`src/rtl/dq_pkg.sv`:
```
// ----------------------------------------------------------------------------
// dq_pkg
// Shared types and constants for the bounded deque: command and status codes,
// cell chain operations and the sequencer states.
// ----------------------------------------------------------------------------
package dq_pkg;

  // Default geometry
  localparam int DEPTH       = 16;
  localparam int VALUE_WIDTH = 32;

  // Fixed field widths of the channels
  localparam int ACTION_W  = 3;
  localparam int OPERAND_W = 32;
  localparam int ITEM_W    = 32;
  localparam int STATUS_W  = 2;
  localparam int OCC_W     = 5;

  // Command codes
  typedef enum logic [ACTION_W-1:0] {
    ACT_PUSH_FRONT = 3'd0,
    ACT_PUSH_BACK  = 3'd1,
    ACT_POP_FRONT  = 3'd2,
    ACT_POP_BACK   = 3'd3,
    ACT_DELETE     = 3'd4,
    ACT_READ_FIRST = 3'd5,
    ACT_READ_LAST  = 3'd6,
    ACT_CLEAR      = 3'd7
  } action_t;

  // Result status codes
  typedef enum logic [STATUS_W-1:0] {
    ST_OK    = 2'd0,
    ST_EMPTY = 2'd1,
    ST_FULL  = 2'd2
  } status_t;

  // Operation applied to every cell of the chain in the same cycle
  typedef enum logic [2:0] {
    CELL_HOLD,       // keep contents
    CELL_INS_FRONT,  // take left neighbor, cell 0 takes the new word
    CELL_LOAD,       // the cell at position count takes the new word
    CELL_ROT,        // rotate occupied run one place toward the front
    CELL_DROP        // shift toward the front, losing the head
  } cell_op_t;

  // Control bundle broadcast to the chain
  typedef struct packed {
    cell_op_t op;
  } cell_ctl_t;

  // Sequencer states
  typedef enum logic [1:0] {
    S_IDLE,
    S_ROT,
    S_DEL,
    S_READ
  } state_t;

endpackage

```
`src/rtl/dq_if.sv`:
```
// ----------------------------------------------------------------------------
// dq_if
// Valid/ready channels of the deque: the command channel and the result
// channel, each with a source and a sink modport.
// ----------------------------------------------------------------------------
interface dq_cmd_if;
  logic                                 valid;
  logic                                 ready;
  logic [dq_pkg::ACTION_W-1:0]          action;
  logic signed [dq_pkg::OPERAND_W-1:0]  operand;

  modport source (output valid, action, operand, input ready);
  modport sink   (input valid, action, operand, output ready);
endinterface

interface dq_rsp_if;
  logic                                 valid;
  logic                                 ready;
  logic signed [dq_pkg::ITEM_W-1:0]     item_value;
  logic                                 has_value;
  logic [dq_pkg::STATUS_W-1:0]          status;
  logic [dq_pkg::OCC_W-1:0]             occupancy;
  logic                                 last_of_run;

  modport source (output valid, item_value, has_value, status, occupancy, last_of_run,
                  input ready);
  modport sink   (input valid, item_value, has_value, status, occupancy, last_of_run,
                  output ready);
endinterface

```
`src/rtl/dq_cell.sv`:
```
// ----------------------------------------------------------------------------
// dq_cell
// One storage cell of the deque chain. Holds the word at a fixed logical
// position and moves data to or from its neighbors as the broadcast op says.
// ----------------------------------------------------------------------------
module dq_cell #(
  parameter int VALUE_WIDTH = dq_pkg::VALUE_WIDTH,
  parameter int CNT_W       = 5,
  parameter int IDX         = 0
) (
  input  logic                   clk,
  input  dq_pkg::cell_ctl_t      ctl,
  input  logic [CNT_W-1:0]       count,
  input  logic [VALUE_WIDTH-1:0] new_word,
  input  logic [VALUE_WIDTH-1:0] head,
  input  logic [VALUE_WIDTH-1:0] left,
  input  logic [VALUE_WIDTH-1:0] right,
  output logic [VALUE_WIDTH-1:0] data
);

  logic at_tail;   // this cell is the last occupied one
  logic at_free;   // this cell is the first free one

  assign at_tail = (count == CNT_W'(IDX + 1));
  assign at_free = (count == CNT_W'(IDX));

  // Payload register, no reset
  always_ff @(posedge clk) begin
    case (ctl.op)
      dq_pkg::CELL_INS_FRONT: data <= left;
      dq_pkg::CELL_LOAD: begin
        if (at_free) data <= new_word;
      end
      dq_pkg::CELL_ROT:  data <= at_tail ? head : right;
      dq_pkg::CELL_DROP: data <= right;
      default:           data <= data;
    endcase
  end

endmodule

```
`src/rtl/bounded_deque_with_value_delete.sv`:
```
// ----------------------------------------------------------------------------
// bounded_deque_with_value_delete
// Bounded double-ended queue of signed words with delete-by-value, built as a
// chain of storage cells driven by a small sequencer.
// ----------------------------------------------------------------------------
// The store is a row of DEPTH cells, cell 0 holding the front entry; only the
// front cell is ever read out. Push front, push back, pop front, clear, pop back
// on an empty store and a read of zero entries are handled in the cycle they are
// accepted, without leaving the idle state. Every other command walks the
// occupied run around the chain one position per cycle, pausing only where a
// result must wait for the result register; a read of the first or last N
// entries emits one result per entry read. Each result waits in a single
// result register until it is taken. A new command is taken only when the
// sequencer is idle and the result register is free or being drained in the
// same cycle, so a receiver that holds off also stalls the command channel.
module bounded_deque_with_value_delete #(
  parameter int DEPTH       = dq_pkg::DEPTH,
  parameter int VALUE_WIDTH = dq_pkg::VALUE_WIDTH
) (
  input  logic           clk,
  input  logic           rst,
  dq_cmd_if.sink         cmd,
  dq_rsp_if.source       rsp
);

  localparam int CNT_W = $clog2(DEPTH + 1);
  localparam int EXT_W = (VALUE_WIDTH > dq_pkg::ITEM_W) ? VALUE_WIDTH : dq_pkg::ITEM_W;

  // Sequencer and occupancy state
  dq_pkg::state_t         state, state_next;
  logic [CNT_W-1:0]       count, count_next;
  logic [CNT_W-1:0]       step, step_next;
  logic [CNT_W-1:0]       rd_num, rd_num_next;
  logic                   rd_last, rd_last_next;
  logic [VALUE_WIDTH-1:0] del_word, del_word_next;

  // Result register
  logic                          out_valid;
  logic signed [dq_pkg::ITEM_W-1:0] out_item;
  logic                          out_has;
  dq_pkg::status_t               out_status;
  logic [dq_pkg::OCC_W-1:0]      out_occ;
  logic                          out_last;

  // Emission request from the sequencer
  logic            emit;
  logic            emit_has;
  dq_pkg::status_t emit_status;
  logic            emit_last;

  logic                   out_free;
  logic                   cmd_fire;
  dq_pkg::action_t        act;
  dq_pkg::cell_ctl_t      ctl;
  logic [VALUE_WIDTH-1:0] push_word;
  logic [VALUE_WIDTH-1:0] cell_q [DEPTH];
  logic [VALUE_WIDTH-1:0] head;
  logic signed [EXT_W-1:0] op_ext;
  logic signed [EXT_W-1:0] head_ext;
  logic [CNT_W-1:0]       rd_eff;
  logic                   full, empty;
  logic                   in_window, win_last;

  assign out_free = !out_valid || rsp.ready;
  assign cmd.ready = !rst && (state == dq_pkg::S_IDLE) && out_free;
  assign cmd_fire  = cmd.valid && cmd.ready;
  assign act       = dq_pkg::action_t'(cmd.action);

  // Operand to stored word, head word to result field (sign extend, then cut)
  assign op_ext    = EXT_W'(cmd.operand);
  assign push_word = op_ext[VALUE_WIDTH-1:0];
  assign head      = cell_q[0];
  assign head_ext  = EXT_W'($signed(head));

  assign full  = (count == CNT_W'(DEPTH));
  assign empty = (count == '0);

  // Effective read count: negative is zero, saturate at occupancy
  always_comb begin
    if (cmd.operand[dq_pkg::OPERAND_W-1]) begin
      rd_eff = '0;
    end else if (32'(cmd.operand) > 32'(count)) begin
      rd_eff = count;
    end else begin
      rd_eff = cmd.operand[CNT_W-1:0];
    end
  end

  // Read window: which walk steps emit, and which one closes the run
  always_comb begin
    if (rd_last) begin
      in_window = (step >= (count - rd_num));
      win_last  = (step == (count - CNT_W'(1)));
    end else begin
      in_window = (step < rd_num);
      win_last  = (step == (rd_num - CNT_W'(1)));
    end
  end

  // Sequencer next state, chain control and result requests
  always_comb begin
    state_next    = state;
    count_next    = count;
    step_next     = step;
    rd_num_next   = rd_num;
    rd_last_next  = rd_last;
    del_word_next = del_word;
    ctl.op        = dq_pkg::CELL_HOLD;
    emit          = 1'b0;
    emit_has      = 1'b0;
    emit_status   = dq_pkg::ST_OK;
    emit_last     = 1'b1;

    case (state)
      dq_pkg::S_IDLE: begin
        if (cmd_fire) begin
          case (act)
            dq_pkg::ACT_PUSH_FRONT, dq_pkg::ACT_PUSH_BACK: begin
              emit = 1'b1;
              if (full) begin
                emit_status = dq_pkg::ST_FULL;
              end else begin
                ctl.op     = (act == dq_pkg::ACT_PUSH_FRONT) ? dq_pkg::CELL_INS_FRONT
                                                             : dq_pkg::CELL_LOAD;
                count_next = count + CNT_W'(1);
              end
            end
            dq_pkg::ACT_POP_FRONT: begin
              emit = 1'b1;
              if (empty) begin
                emit_status = dq_pkg::ST_EMPTY;
              end else begin
                emit_has   = 1'b1;
                ctl.op     = dq_pkg::CELL_DROP;
                count_next = count - CNT_W'(1);
              end
            end
            dq_pkg::ACT_POP_BACK: begin
              if (empty) begin
                emit        = 1'b1;
                emit_status = dq_pkg::ST_EMPTY;
              end else begin
                step_next  = count - CNT_W'(1);
                state_next = dq_pkg::S_ROT;
              end
            end
            dq_pkg::ACT_DELETE: begin
              del_word_next = push_word;
              step_next     = count;
              state_next    = dq_pkg::S_DEL;
            end
            dq_pkg::ACT_READ_FIRST, dq_pkg::ACT_READ_LAST: begin
              if (rd_eff == '0) begin
                emit        = 1'b1;
                emit_status = empty ? dq_pkg::ST_EMPTY : dq_pkg::ST_OK;
              end else begin
                rd_num_next  = rd_eff;
                rd_last_next = (act == dq_pkg::ACT_READ_LAST);
                step_next    = '0;
                state_next   = dq_pkg::S_READ;
              end
            end
            default: begin
              // clear
              emit       = 1'b1;
              count_next = '0;
            end
          endcase
        end
      end

      // Pop back: bring the tail to the front, then pop it
      dq_pkg::S_ROT: begin
        if (step != '0) begin
          ctl.op    = dq_pkg::CELL_ROT;
          step_next = step - CNT_W'(1);
        end else if (out_free) begin
          emit       = 1'b1;
          emit_has   = 1'b1;
          ctl.op     = dq_pkg::CELL_DROP;
          count_next = count - CNT_W'(1);
          state_next = dq_pkg::S_IDLE;
        end
      end

      // Delete value: each original entry passes the head once
      dq_pkg::S_DEL: begin
        if (step != '0) begin
          step_next = step - CNT_W'(1);
          if (head == del_word) begin
            ctl.op     = dq_pkg::CELL_DROP;
            count_next = count - CNT_W'(1);
          end else begin
            ctl.op = dq_pkg::CELL_ROT;
          end
        end else if (out_free) begin
          emit       = 1'b1;
          state_next = dq_pkg::S_IDLE;
        end
      end

      // Read: full rotation, emitting the head inside the window
      dq_pkg::S_READ: begin
        if (!in_window || out_free) begin
          ctl.op    = dq_pkg::CELL_ROT;
          step_next = step + CNT_W'(1);
          if (in_window) begin
            emit      = 1'b1;
            emit_has  = 1'b1;
            emit_last = win_last;
          end
          if (step == (count - CNT_W'(1))) state_next = dq_pkg::S_IDLE;
        end
      end

      default: state_next = dq_pkg::S_IDLE;
    endcase
  end

  // Control registers
  always_ff @(posedge clk) begin
    if (rst) begin
      state <= dq_pkg::S_IDLE;
      count <= '0;
    end else begin
      state <= state_next;
      count <= count_next;
    end
  end

  // Sequencer working registers
  always_ff @(posedge clk) begin
    step     <= step_next;
    rd_num   <= rd_num_next;
    rd_last  <= rd_last_next;
    del_word <= del_word_next;
  end

  // Result register
  always_ff @(posedge clk) begin
    if (rst) begin
      out_valid <= 1'b0;
    end else if (emit) begin
      out_valid <= 1'b1;
    end else if (rsp.ready) begin
      out_valid <= 1'b0;
    end
  end

  always_ff @(posedge clk) begin
    if (emit) begin
      out_item   <= emit_has ? head_ext[dq_pkg::ITEM_W-1:0] : '0;
      out_has    <= emit_has;
      out_status <= emit_status;
      out_occ    <= dq_pkg::OCC_W'(count_next);
      out_last   <= emit_last;
    end
  end

  assign rsp.valid       = out_valid;
  assign rsp.item_value  = out_item;
  assign rsp.has_value   = out_has;
  assign rsp.status      = out_status;
  assign rsp.occupancy   = out_occ;
  assign rsp.last_of_run = out_last;

  // Cell chain
  for (genvar g = 0; g < DEPTH; g++) begin : g_cell
    logic [VALUE_WIDTH-1:0] left_w;
    logic [VALUE_WIDTH-1:0] right_w;

    if (g == 0) begin : g_first
      assign left_w = push_word;
    end else begin : g_mid_l
      assign left_w = cell_q[g-1];
    end

    if (g == DEPTH - 1) begin : g_last
      assign right_w = head;
    end else begin : g_mid_r
      assign right_w = cell_q[g+1];
    end

    dq_cell #(
      .VALUE_WIDTH (VALUE_WIDTH),
      .CNT_W       (CNT_W),
      .IDX         (g)
    ) u_cell (
      .clk      (clk),
      .ctl      (ctl),
      .count    (count),
      .new_word (push_word),
      .head     (head),
      .left     (left_w),
      .right    (right_w),
      .data     (cell_q[g])
    );
  end

  // Assertions
  a_count_bound: assert property (@(posedge clk) disable iff (rst)
    count <= CNT_W'(DEPTH))
    else $error("occupancy above depth");

  a_emit_free: assert property (@(posedge clk) disable iff (rst)
    emit |-> out_free)
    else $error("result issued over a pending result");

  a_full_push: assert property (@(posedge clk) disable iff (rst)
    (cmd_fire && full && (act == dq_pkg::ACT_PUSH_FRONT || act == dq_pkg::ACT_PUSH_BACK))
    |=> (count == CNT_W'(DEPTH)))
    else $error("push into full store changed occupancy");

  a_read_stable: assert property (@(posedge clk) disable iff (rst)
    (state == dq_pkg::S_READ) |=> $stable(count))
    else $error("occupancy changed during read");

  a_clear: assert property (@(posedge clk) disable iff (rst)
    (cmd_fire && act == dq_pkg::ACT_CLEAR) |=> (count == '0 && state == dq_pkg::S_IDLE))
    else $error("clear did not empty the store");

endmodule

```
`src/flat_wrapper.sv`:
```
// flat-port wrapper written by rule: the top's interface ports become plain ports
module bounded_deque_with_value_delete_flat 
#(
  parameter int DEPTH       = dq_pkg::DEPTH,
  parameter int VALUE_WIDTH = dq_pkg::VALUE_WIDTH
)
  (clk, rst, cmd_valid, cmd_action, cmd_operand, cmd_ready, rsp_valid, rsp_item_value, rsp_has_value, rsp_status, rsp_occupancy, rsp_last_of_run, rsp_ready);
  dq_cmd_if cmd_i ();
  dq_rsp_if rsp_i ();
  input  logic clk;
  input  logic rst;
  input wire logic [$bits(cmd_i.valid)-1:0] cmd_valid;
  input wire logic [$bits(cmd_i.action)-1:0] cmd_action;
  input wire logic [$bits(cmd_i.operand)-1:0] cmd_operand;
  output wire logic [$bits(cmd_i.ready)-1:0] cmd_ready;
  output wire logic [$bits(rsp_i.valid)-1:0] rsp_valid;
  output wire logic [$bits(rsp_i.item_value)-1:0] rsp_item_value;
  output wire logic [$bits(rsp_i.has_value)-1:0] rsp_has_value;
  output wire logic [$bits(rsp_i.status)-1:0] rsp_status;
  output wire logic [$bits(rsp_i.occupancy)-1:0] rsp_occupancy;
  output wire logic [$bits(rsp_i.last_of_run)-1:0] rsp_last_of_run;
  input wire logic [$bits(rsp_i.ready)-1:0] rsp_ready;
  assign cmd_i.valid = cmd_valid;
  assign cmd_i.action = cmd_action;
  assign cmd_i.operand = cmd_operand;
  assign cmd_ready = cmd_i.ready;
  assign rsp_valid = rsp_i.valid;
  assign rsp_item_value = rsp_i.item_value;
  assign rsp_has_value = rsp_i.has_value;
  assign rsp_status = rsp_i.status;
  assign rsp_occupancy = rsp_i.occupancy;
  assign rsp_last_of_run = rsp_i.last_of_run;
  assign rsp_i.ready = rsp_ready;
  bounded_deque_with_value_delete #(.DEPTH(DEPTH), .VALUE_WIDTH(VALUE_WIDTH)) u_core (.clk(clk), .rst(rst), .cmd(cmd_i), .rsp(rsp_i));
endmodule
```
`config.mk`:
```
export PLATFORM = sky130hd
export DESIGN_NAME = bounded_deque_with_value_delete_flat
export DESIGN_NICKNAME = d
export VERILOG_FILES = /design/src/rtl/dq_pkg.sv /design/src/rtl/dq_if.sv /design/src/rtl/dq_cell.sv /design/src/rtl/bounded_deque_with_value_delete.sv /design/src/flat_wrapper.sv
export SDC_FILE = /design/constraint.sdc
export NUM_CORES = 2
export LEC_CHECK = 0
export ABC_AREA = 1
export BUFFER_PORTS_ARGS = -buffer_cell sky130_fd_sc_hd__buf_4
export CELL_PAD_IN_SITES_DETAIL_PLACEMENT = 1
export CELL_PAD_IN_SITES_GLOBAL_PLACEMENT = 1
export CORE_MARGIN = 2
export CORE_UTILIZATION = 25
export CTS_CLUSTER_SIZE = 12
export DETAILED_ROUTE_END_ITERATION = 10
export MAX_ROUTING_LAYER = met4
export PLACE_DENSITY = 0.6
export SLEW_MARGIN = 20
export SYNTH_ARGS = -nofsm -noshare
export SYNTH_HDL_FRONTEND = slang
export SYNTH_SLANG_ARGS = --single-unit
```
`constraint.sdc`:
```
create_clock -name clk -period 6.5 [get_ports clk]
set_clock_uncertainty 0.15 [all_clocks]
set_input_delay 0.65 -clock clk [delete_from_list [all_inputs] [get_ports clk]]
set_output_delay 0.65 -clock clk [all_outputs]
set_load 0.02 [all_outputs]
```
Word-level counts from Yosys, hierarchy flattened
Index checks and enable logic that the tools add are counted.
{"block": "word_totals", "ff_bits": 604, "in_bits": 39}
{"block": "classes", "addsub": 6, "n_lt_le_gt_ge": 3, "eq_ne": 58, "muxes": 106, "bitwise": 1, "reduce_logical": 44}
{"op": "one-hot mux 32 bit (4 select lines)", "n": 15}
{"op": "two-way mux 32 bit", "n": 31}
{"op": "one-hot mux 32 bit (3 select lines)", "n": 1}
{"op": "two-way mux 5 bit", "n": 14}
{"op": "one-hot mux 5 bit (3 select lines)", "n": 4}
{"op": "== test 5 x 4 -> 1 bit, second input constant", "n": 8}
{"op": "!= test 2 bit, second input constant", "n": 17}
{"op": "== test 32 bit", "n": 1}
{"op": "greater-than comparator 32 x 5 -> 1 bit", "n": 1}
{"op": "AND reduction 2 bit", "n": 16}
{"op": "two-way mux 2 bit", "n": 11}
{"op": "two-way mux 3 bit", "n": 7}
{"op": "== test 5 x 3 -> 1 bit, second input constant", "n": 4}
{"op": "one-hot mux 2 bit (3 select lines)", "n": 3}
{"op": "two-way mux 1 bit", "n": 15}
{"op": "subtractor 5 x 1 -> 5 bit, second input constant", "n": 3}
{"op": "== test 3 x 2 -> 1 bit, second input constant", "n": 4}
{"op": "== test 3 bit, second input constant", "n": 4}
{"op": "!= test 2 x 1 -> 1 bit, second input constant", "n": 6}
{"op": "one-hot mux 3 bit (4 select lines)", "n": 1}
{"op": "adder 5 x 1 -> 5 bit, second input constant", "n": 2}
{"op": "== test 5 x 2 -> 1 bit, second input constant", "n": 2}
{"op": "== test 5 bit", "n": 2}
{"op": "logical NOT 5 bit", "n": 2}
{"op": "28 further kinds", "n": 44}

Longest topological paths before layout
{"block": "logic_depth", "word_depth": 11, "depth_mapped": 24}

Hierarchy
A second synthesis with hierarchy kept.
{"block": "unflattened", "hier_cells": 7684, "hier_area_um2": 50686.1}
{"module": "dq_cell at u_core.g_cell[2].u_cell ...", "n_inst": 2, "cells_each": 441, "area_per_inst_um2": 2808.9, "seq_area_each_um2": 960.9}
{"module": "dq_cell at u_core.g_cell[10].u_cell ...", "n_inst": 2, "cells_each": 440, "area_per_inst_um2": 2718.9, "seq_area_each_um2": 960.9}
{"module": "bounded_deque_with_value_delete", "n_inst": 1, "cells_each": 596, "area_per_inst_um2": 5385.2, "seq_area_each_um2": 2682.6}
{"module": "dq_cell at u_core.g_cell[5].u_cell", "n_inst": 1, "cells_each": 466, "area_per_inst_um2": 3012.9, "seq_area_each_um2": 960.9}
{"module": "dq_cell at u_core.g_cell[4].u_cell", "n_inst": 1, "cells_each": 466, "area_per_inst_um2": 3007.9, "seq_area_each_um2": 960.9}
{"module": "dq_cell at u_core.g_cell[13].u_cell", "n_inst": 1, "cells_each": 464, "area_per_inst_um2": 2969.1, "seq_area_each_um2": 960.9}
{"module": "dq_cell at u_core.g_cell[3].u_cell", "n_inst": 1, "cells_each": 440, "area_per_inst_um2": 2924.1, "seq_area_each_um2": 960.9}
{"module": "dq_cell at u_core.g_cell[0].u_cell", "n_inst": 1, "cells_each": 465, "area_per_inst_um2": 2887.8, "seq_area_each_um2": 960.9}
{"module": "dq_cell at u_core.g_cell[1].u_cell", "n_inst": 1, "cells_each": 465, "area_per_inst_um2": 2849.0, "seq_area_each_um2": 960.9}
{"module": "dq_cell at u_core.g_cell[15].u_cell", "n_inst": 1, "cells_each": 441, "area_per_inst_um2": 2835.2, "seq_area_each_um2": 960.9}
{"module": "dq_cell at u_core.g_cell[12].u_cell", "n_inst": 1, "cells_each": 466, "area_per_inst_um2": 2824.0, "seq_area_each_um2": 960.9}
{"module": "dq_cell at u_core.g_cell[8].u_cell", "n_inst": 1, "cells_each": 440, "area_per_inst_um2": 2813.9, "seq_area_each_um2": 960.9}
{"module": "dq_cell at u_core.g_cell[11].u_cell", "n_inst": 1, "cells_each": 441, "area_per_inst_um2": 2807.7, "seq_area_each_um2": 960.9}
{"module": "dq_cell at u_core.g_cell[9].u_cell", "n_inst": 1, "cells_each": 438, "area_per_inst_um2": 2801.4, "seq_area_each_um2": 960.9}
{"module": "dq_cell at u_core.g_cell[14].u_cell", "n_inst": 1, "cells_each": 334, "area_per_inst_um2": 2512.4, "seq_area_each_um2": 960.9}

Worst setup path after synthesis
No wires, ideal clock.
{"block": "synth_timing", "path_kind": "reg-to-reg", "from": "register u_core.count[0]", "to": "register u_core.g_cell[0].u_cell.data[0] (enable)", "setup_ns": 0.421, "arrival_ns": 4.378, "setup_slack_ns": 1.551, "stages_incl_launch_ff": 20, "path_buffers": 2, "synth_period_minus_slack_ns": 4.949, "cell_sequence": "dfxtp_1 inv_1 ha_1 fa_1 nor2_1 a211oi_1 xor2_1 inv_1 ha_1 nand2_1 o21a_1 nand4_1 nand3_1 nand2_1 nand4_1 nand4_2 buf_2 buf_2 o22ai_1 nor2_1"}
{"block": "synth_via", "elab_chain_cells": 10}
{"item": "start, declared", "line_no": "bounded_deque_with_value_delete.sv:31", "source": "logic [CNT_W-1:0] count, count_next;"}
{"item": "start signal, assigned", "line_no": "bounded_deque_with_value_delete.sv:227", "source": "count <= count_next;"}
{"item": "subtractor 5 bit", "line_no": "bounded_deque_with_value_delete.sv:92", "source": "in_window = (step >= (count - rd_num));"}
{"item": "greater-or-equal comparator 5 bit", "line_no": "bounded_deque_with_value_delete.sv:92"}
{"item": "two-way mux 1 bit", "line_no": "bounded_deque_with_value_delete.sv:91", "source": "if (rd_last) begin"}
{"item": "logical NOT 1 bit", "line_no": "bounded_deque_with_value_delete.sv:204", "source": "if (!in_window || out_free) begin"}
{"item": "logical OR 1 bit", "line_no": "bounded_deque_with_value_delete.sv:204"}
{"item": "two-way mux 2 bit", "line_no": "bounded_deque_with_value_delete.sv:204"}
{"item": "one-hot mux 3 bit (4 select lines)", "line_no": "bounded_deque_with_value_delete.sv:114", "source": "case (state)"}
{"item": "== test 3 x 2 -> 1 bit, or another cell as far along", "line_no": "dq_cell.sv:29", "source": "case (ctl.op)"}
{"item": "!= test 2 x 1 -> 1 bit (no source line), or another cell as far along"}
{"item": "AND reduction 3 bit (no source line) *"}
{"item": "end signal, assigned", "line_no": "dq_cell.sv:30", "source": "dq_pkg::CELL_INS_FRONT: data <= left;"}
{"item": "end signal, assigned", "line_no": "dq_cell.sv:32", "source": "if (at_free) data <= new_word;"}
{"item": "end signal, assigned", "line_no": "dq_cell.sv:34", "source": "dq_pkg::CELL_ROT: data <= at_tail ? head : right;"}
{"item": "end, declared", "line_no": "dq_cell.sv:18", "source": "output logic [VALUE_WIDTH-1:0] data"}
Mark *: on every way between the ends. The rest lies on a longest branch, timed or not.
A chain may end at the register's enable or synchronous reset.

Final worst setup path
{"block": "layout_timing", "from": "register u_core.count[0]", "to": "register u_core.g_cell[2].u_cell.data[13] (data pin)"}
{"block": "layout_via", "elab_chain_cells": 9}
{"item": "subtractor 5 bit", "line_no": "bounded_deque_with_value_delete.sv:92"}
{"item": "greater-or-equal comparator 5 bit", "line_no": "bounded_deque_with_value_delete.sv:92"}
{"item": "two-way mux 1 bit", "line_no": "bounded_deque_with_value_delete.sv:91"}
{"item": "logical NOT 1 bit", "line_no": "bounded_deque_with_value_delete.sv:204"}
{"item": "logical OR 1 bit", "line_no": "bounded_deque_with_value_delete.sv:204"}
{"item": "two-way mux 2 bit", "line_no": "bounded_deque_with_value_delete.sv:204"}
{"item": "one-hot mux 3 bit (4 select lines)", "line_no": "bounded_deque_with_value_delete.sv:114"}
{"item": "== test 3 bit, or another cell as far along", "line_no": "dq_cell.sv:29"}
{"item": "one-hot mux 32 bit (4 select lines) *", "line_no": "dq_cell.sv:29"}
{"item": "end signal, assigned", "line_no": "dq_cell.sv:30"}
{"item": "end signal, assigned", "line_no": "dq_cell.sv:32"}
{"item": "end signal, assigned", "line_no": "dq_cell.sv:34"}
{"item": "end, declared", "line_no": "dq_cell.sv:18"}
Marks and branches as above.

==> metrics <==
status=finished, final reports clean; Routed WL per cell=between 20 and 25 um; Crit Path Category=reg2reg; top-count cell post-synth=nand2_1; TritonCTS clock tree=built; Synth area leaders=edfxtp_1 (46%), nand2_1 (13%), nor2_1 (11%); min Tclk post-route=about 5.8 ns; P per Cell Area=roughly 450 nW/um^2; Die Y=400 um; Synth Area in Compound Gates=between 10% and 20%; post-CTS resize count=0; vias in the first global route=36644; post-synth top area share=45.7%; cell accounting for the most synthesized area=edfxtp_1; CP Launch Type=flip-flop; Setup Fix Bufs, Post-CTS=0; Via density=~4.9; first-pass GRT wire length=235000 um; First-pass DRT Iterations=5; final estimated routing congestion in global placement=about 0.84; # rows=145; drc violations=0; area occupied by registers=between 15000 and 20000 sq um; Max Cap Viol=0; Setup crit end kind=flip-flop; Worst-Margin Slew=~1.2 ns; DP Worst Slack=slightly above 0.7 ns; buffer depth of the longest clock path=3; cts bufs inserted=80; type of the most critical hold path=in2reg; largest family of logic cells by synthesized area=simple AND/OR/NAND/NOR gates; number of synthesized flops with an enable pin=approximately 600; Worst-Skew Late Latency=between 0.6 and 0.7 ns; Hold Vio Cnt, Final=0; mux share of post-synthesis cell area=0%; Syn Area/Cell=just over 7 sq um; # fillers=approximately 19000; maximum vdd ir drop=between 0.2 and 0.3 mV; CTS root buffer=clkbuf_16; Slew Viols, Final=0; Pleak=around 20 nW; Syn Std Cell Area=slightly below 40000 sq um; Worst-path clk slew=approximately 0.06 ns; critical path fanouts, max=between 80 and 90; worst path required time=between 6 and 7 ns; crit path DAT=6.04 ns; Die Footprint=160000 sq um; footprint of the multi-input gates=between 15000 and 20000 sq um; all-layer global routing usage=19.8%; RSZ-0062 raised after global routing=no; Sink Count=~600; Port Buffers=between 80 and 90; Adder-Cell Fraction of Synth Area=1.16%; Syn Nets=between 5000 and 6000; Seq/Total Area, Yosys=between 40% and 50%; Slew HR=22.2%; H-Tree Depth=3; Area Overhead vs Synth=11.9%; largest stage delay on the critical path=roughly 0.75 ns; Final ANT Viol Nets=0; largest net degree at the start of global routing=between 200 and 250; Async S/R FF share, synth=0%; crit share post-route=89.3%; IO Pins=between 80 and 90; Synth Area in XOR/XNOR=0.782%; critical-path cell list=inv_1, ha_1, fa_1, nor2_1, a211oi_1, xor2_1, inv_1, ha_1, nand2_1, inv_1, nand4_1, nand4_1, nand3_1, nand2_1, nand4_1, nand4_4, buf_12, buf_4, buf_4, nor2_1, nor2_1, nand3_1; Post-synth top cells=nand2_1 (1305), nor2_1 (1175), o21ai_0 (647); maximum clock rate=roughly 170 MHz; top_reg_cell synth=edfxtp_1; Overflow after GRT=0; endpoints failing setup=0; worst setup slack after layout=between 0.6 and 0.7 ns; simple-gate share of the synthesized area=roughly 31%; Ys Warns=0; Setup TNS=0 ns; antenna violations before repair=7; core area=156000 sq um; synthesized flop and latch total=around 600; final wirelength=roughly 160000 um; post-synth cell types=38; drt first-iter violations=3000; Slowest cell on crit path=buf_4; layout cells sized above 1=5.93%; Gate Count Post-Synth=roughly 5400; via count=~37000; final net count=around 5300; DIE WIDTH=between 300 and 400 um; hold bufs inserted after CTS=0; DP HPWL=around 96000 um; Initial Utilization=approximately a quarter
[final cells by class]
class | instances | share of cell area, %
clock inverter | 30 | 0.708
sequential | 604 | 41.2
inverter | 579 | 4.96
timing repair buffer | 159 | 3.24
antenna | 1 | 0.00571
clock buffer | 110 | 5.06
tap | 2058 | 5.87
multi-input combinational | 3848 | 39.0
[per-layer routing]
layer,up-vias,routed length (um),global-route usage [%]
met5,-,0,-
met1,18283,72100,26.3
li1,17294,-,-
met4,0,4310,5.30
met3,202,6350,2.12
met2,752,73000,32.2
[final timing paths]
check | from | to | slack, ns | cells after the start
setup / recovery | u_core.count[0]$_SDFF_PP0_ | u_core.g_cell[2].u_cell.data[13]$_DFFE_PP_ | 0.70 | 22
hold / removal | cmd_operand[25] | u_core.del_word[25]$_DFFE_PP_ | 0.06 | 1
setup reg to reg | u_core.count[0]$_SDFF_PP0_ | u_core.g_cell[2].u_cell.data[13]$_DFFE_PP_ | 0.70 | 22
hold reg to reg | u_core.g_cell[13].u_cell.data[23]$_DFFE_PP_ | u_core.g_cell[14].u_cell.data[23]$_DFFE_PP_ | 0.38 | 2
[kinds of logic after synthesis]
logic type,Yosys count
AND/OR/NAND/NOR,3003
XOR/XNOR,35
flip-flops,604
buffers and inverters,985
adder cells (fa/ha/maj),35
AO/OA/AOI/OAI,775
[critical path, delay by kind of cell, from the launching register on]
family / cells / cell delay [ns]
xor+xnor: 1 / 0.13
buf+inv: 6 / 2.18
fa+ha+maj: 3 / 0.98
simple gates: 11 / 1.31
flops: 1 / 0.51
compound gates: 1 / 0.06
[where the power goes]
part / total (W) / leakage, nW / switching (W) / internal, W
registers: 0.00769 / 5.62 / 0.00101 / 0.00668
logic: 0.00741 / 13.6 / 0.00529 / 0.00212
clock network: 0.00449 / 1.22 / 0.00187 / 0.00262
[metrics by stage]
stage	std cells	power, W	hold WS, ns	instance area [sq um]	utilization, %
floorplan	5437	0.0121	0.363	39200	-
global placement	7247	0.0149	0.373	41300	26.5
detailed placement	7247	0.0152	0.379	41300	26.5
CTS	7387	0.0197	0.0305	43800	28.1
global route	7389	0.0209	0.0395	43900	28.1
finish	7389	0.0196	0.0611	43900	28.1
[registers in the layout (all words and copies together) (netlist names)]
register                   flops
u_core.rsp.last_of_run         1
u_core.rsp.item_value         32
u_core.rsp.status              2
u_core.rsp.valid               1
u_core.state                   2
u_core.rd_num                  5
u_core.rd_last                 1
u_core.rsp.occupancy           5
u_core.del_word               32
u_core.g_cell.u_cell.data    512
u_core.step                    5
u_core.count                   5
u_core.rsp.has_value           1
[layout by cell type (no fill, tap or decap), drive strengths merged, types with 27 or more instances in the layout]
cell type / synthesis / routed
inv: 577 / 578
nor2: 1177 / 1177
clkbuf: 190 / 110
nand2: 1308 / 1308
o21ai: 732 / 732
buf: 216 / 159
xnor2: 27 / 27
edfxtp: 596 / 596
nand3: 277 / 277
ha: 33 / 33
a21oi: 28 / 28
nand4: 231 / 231
(Power assumes the default switching activity.)
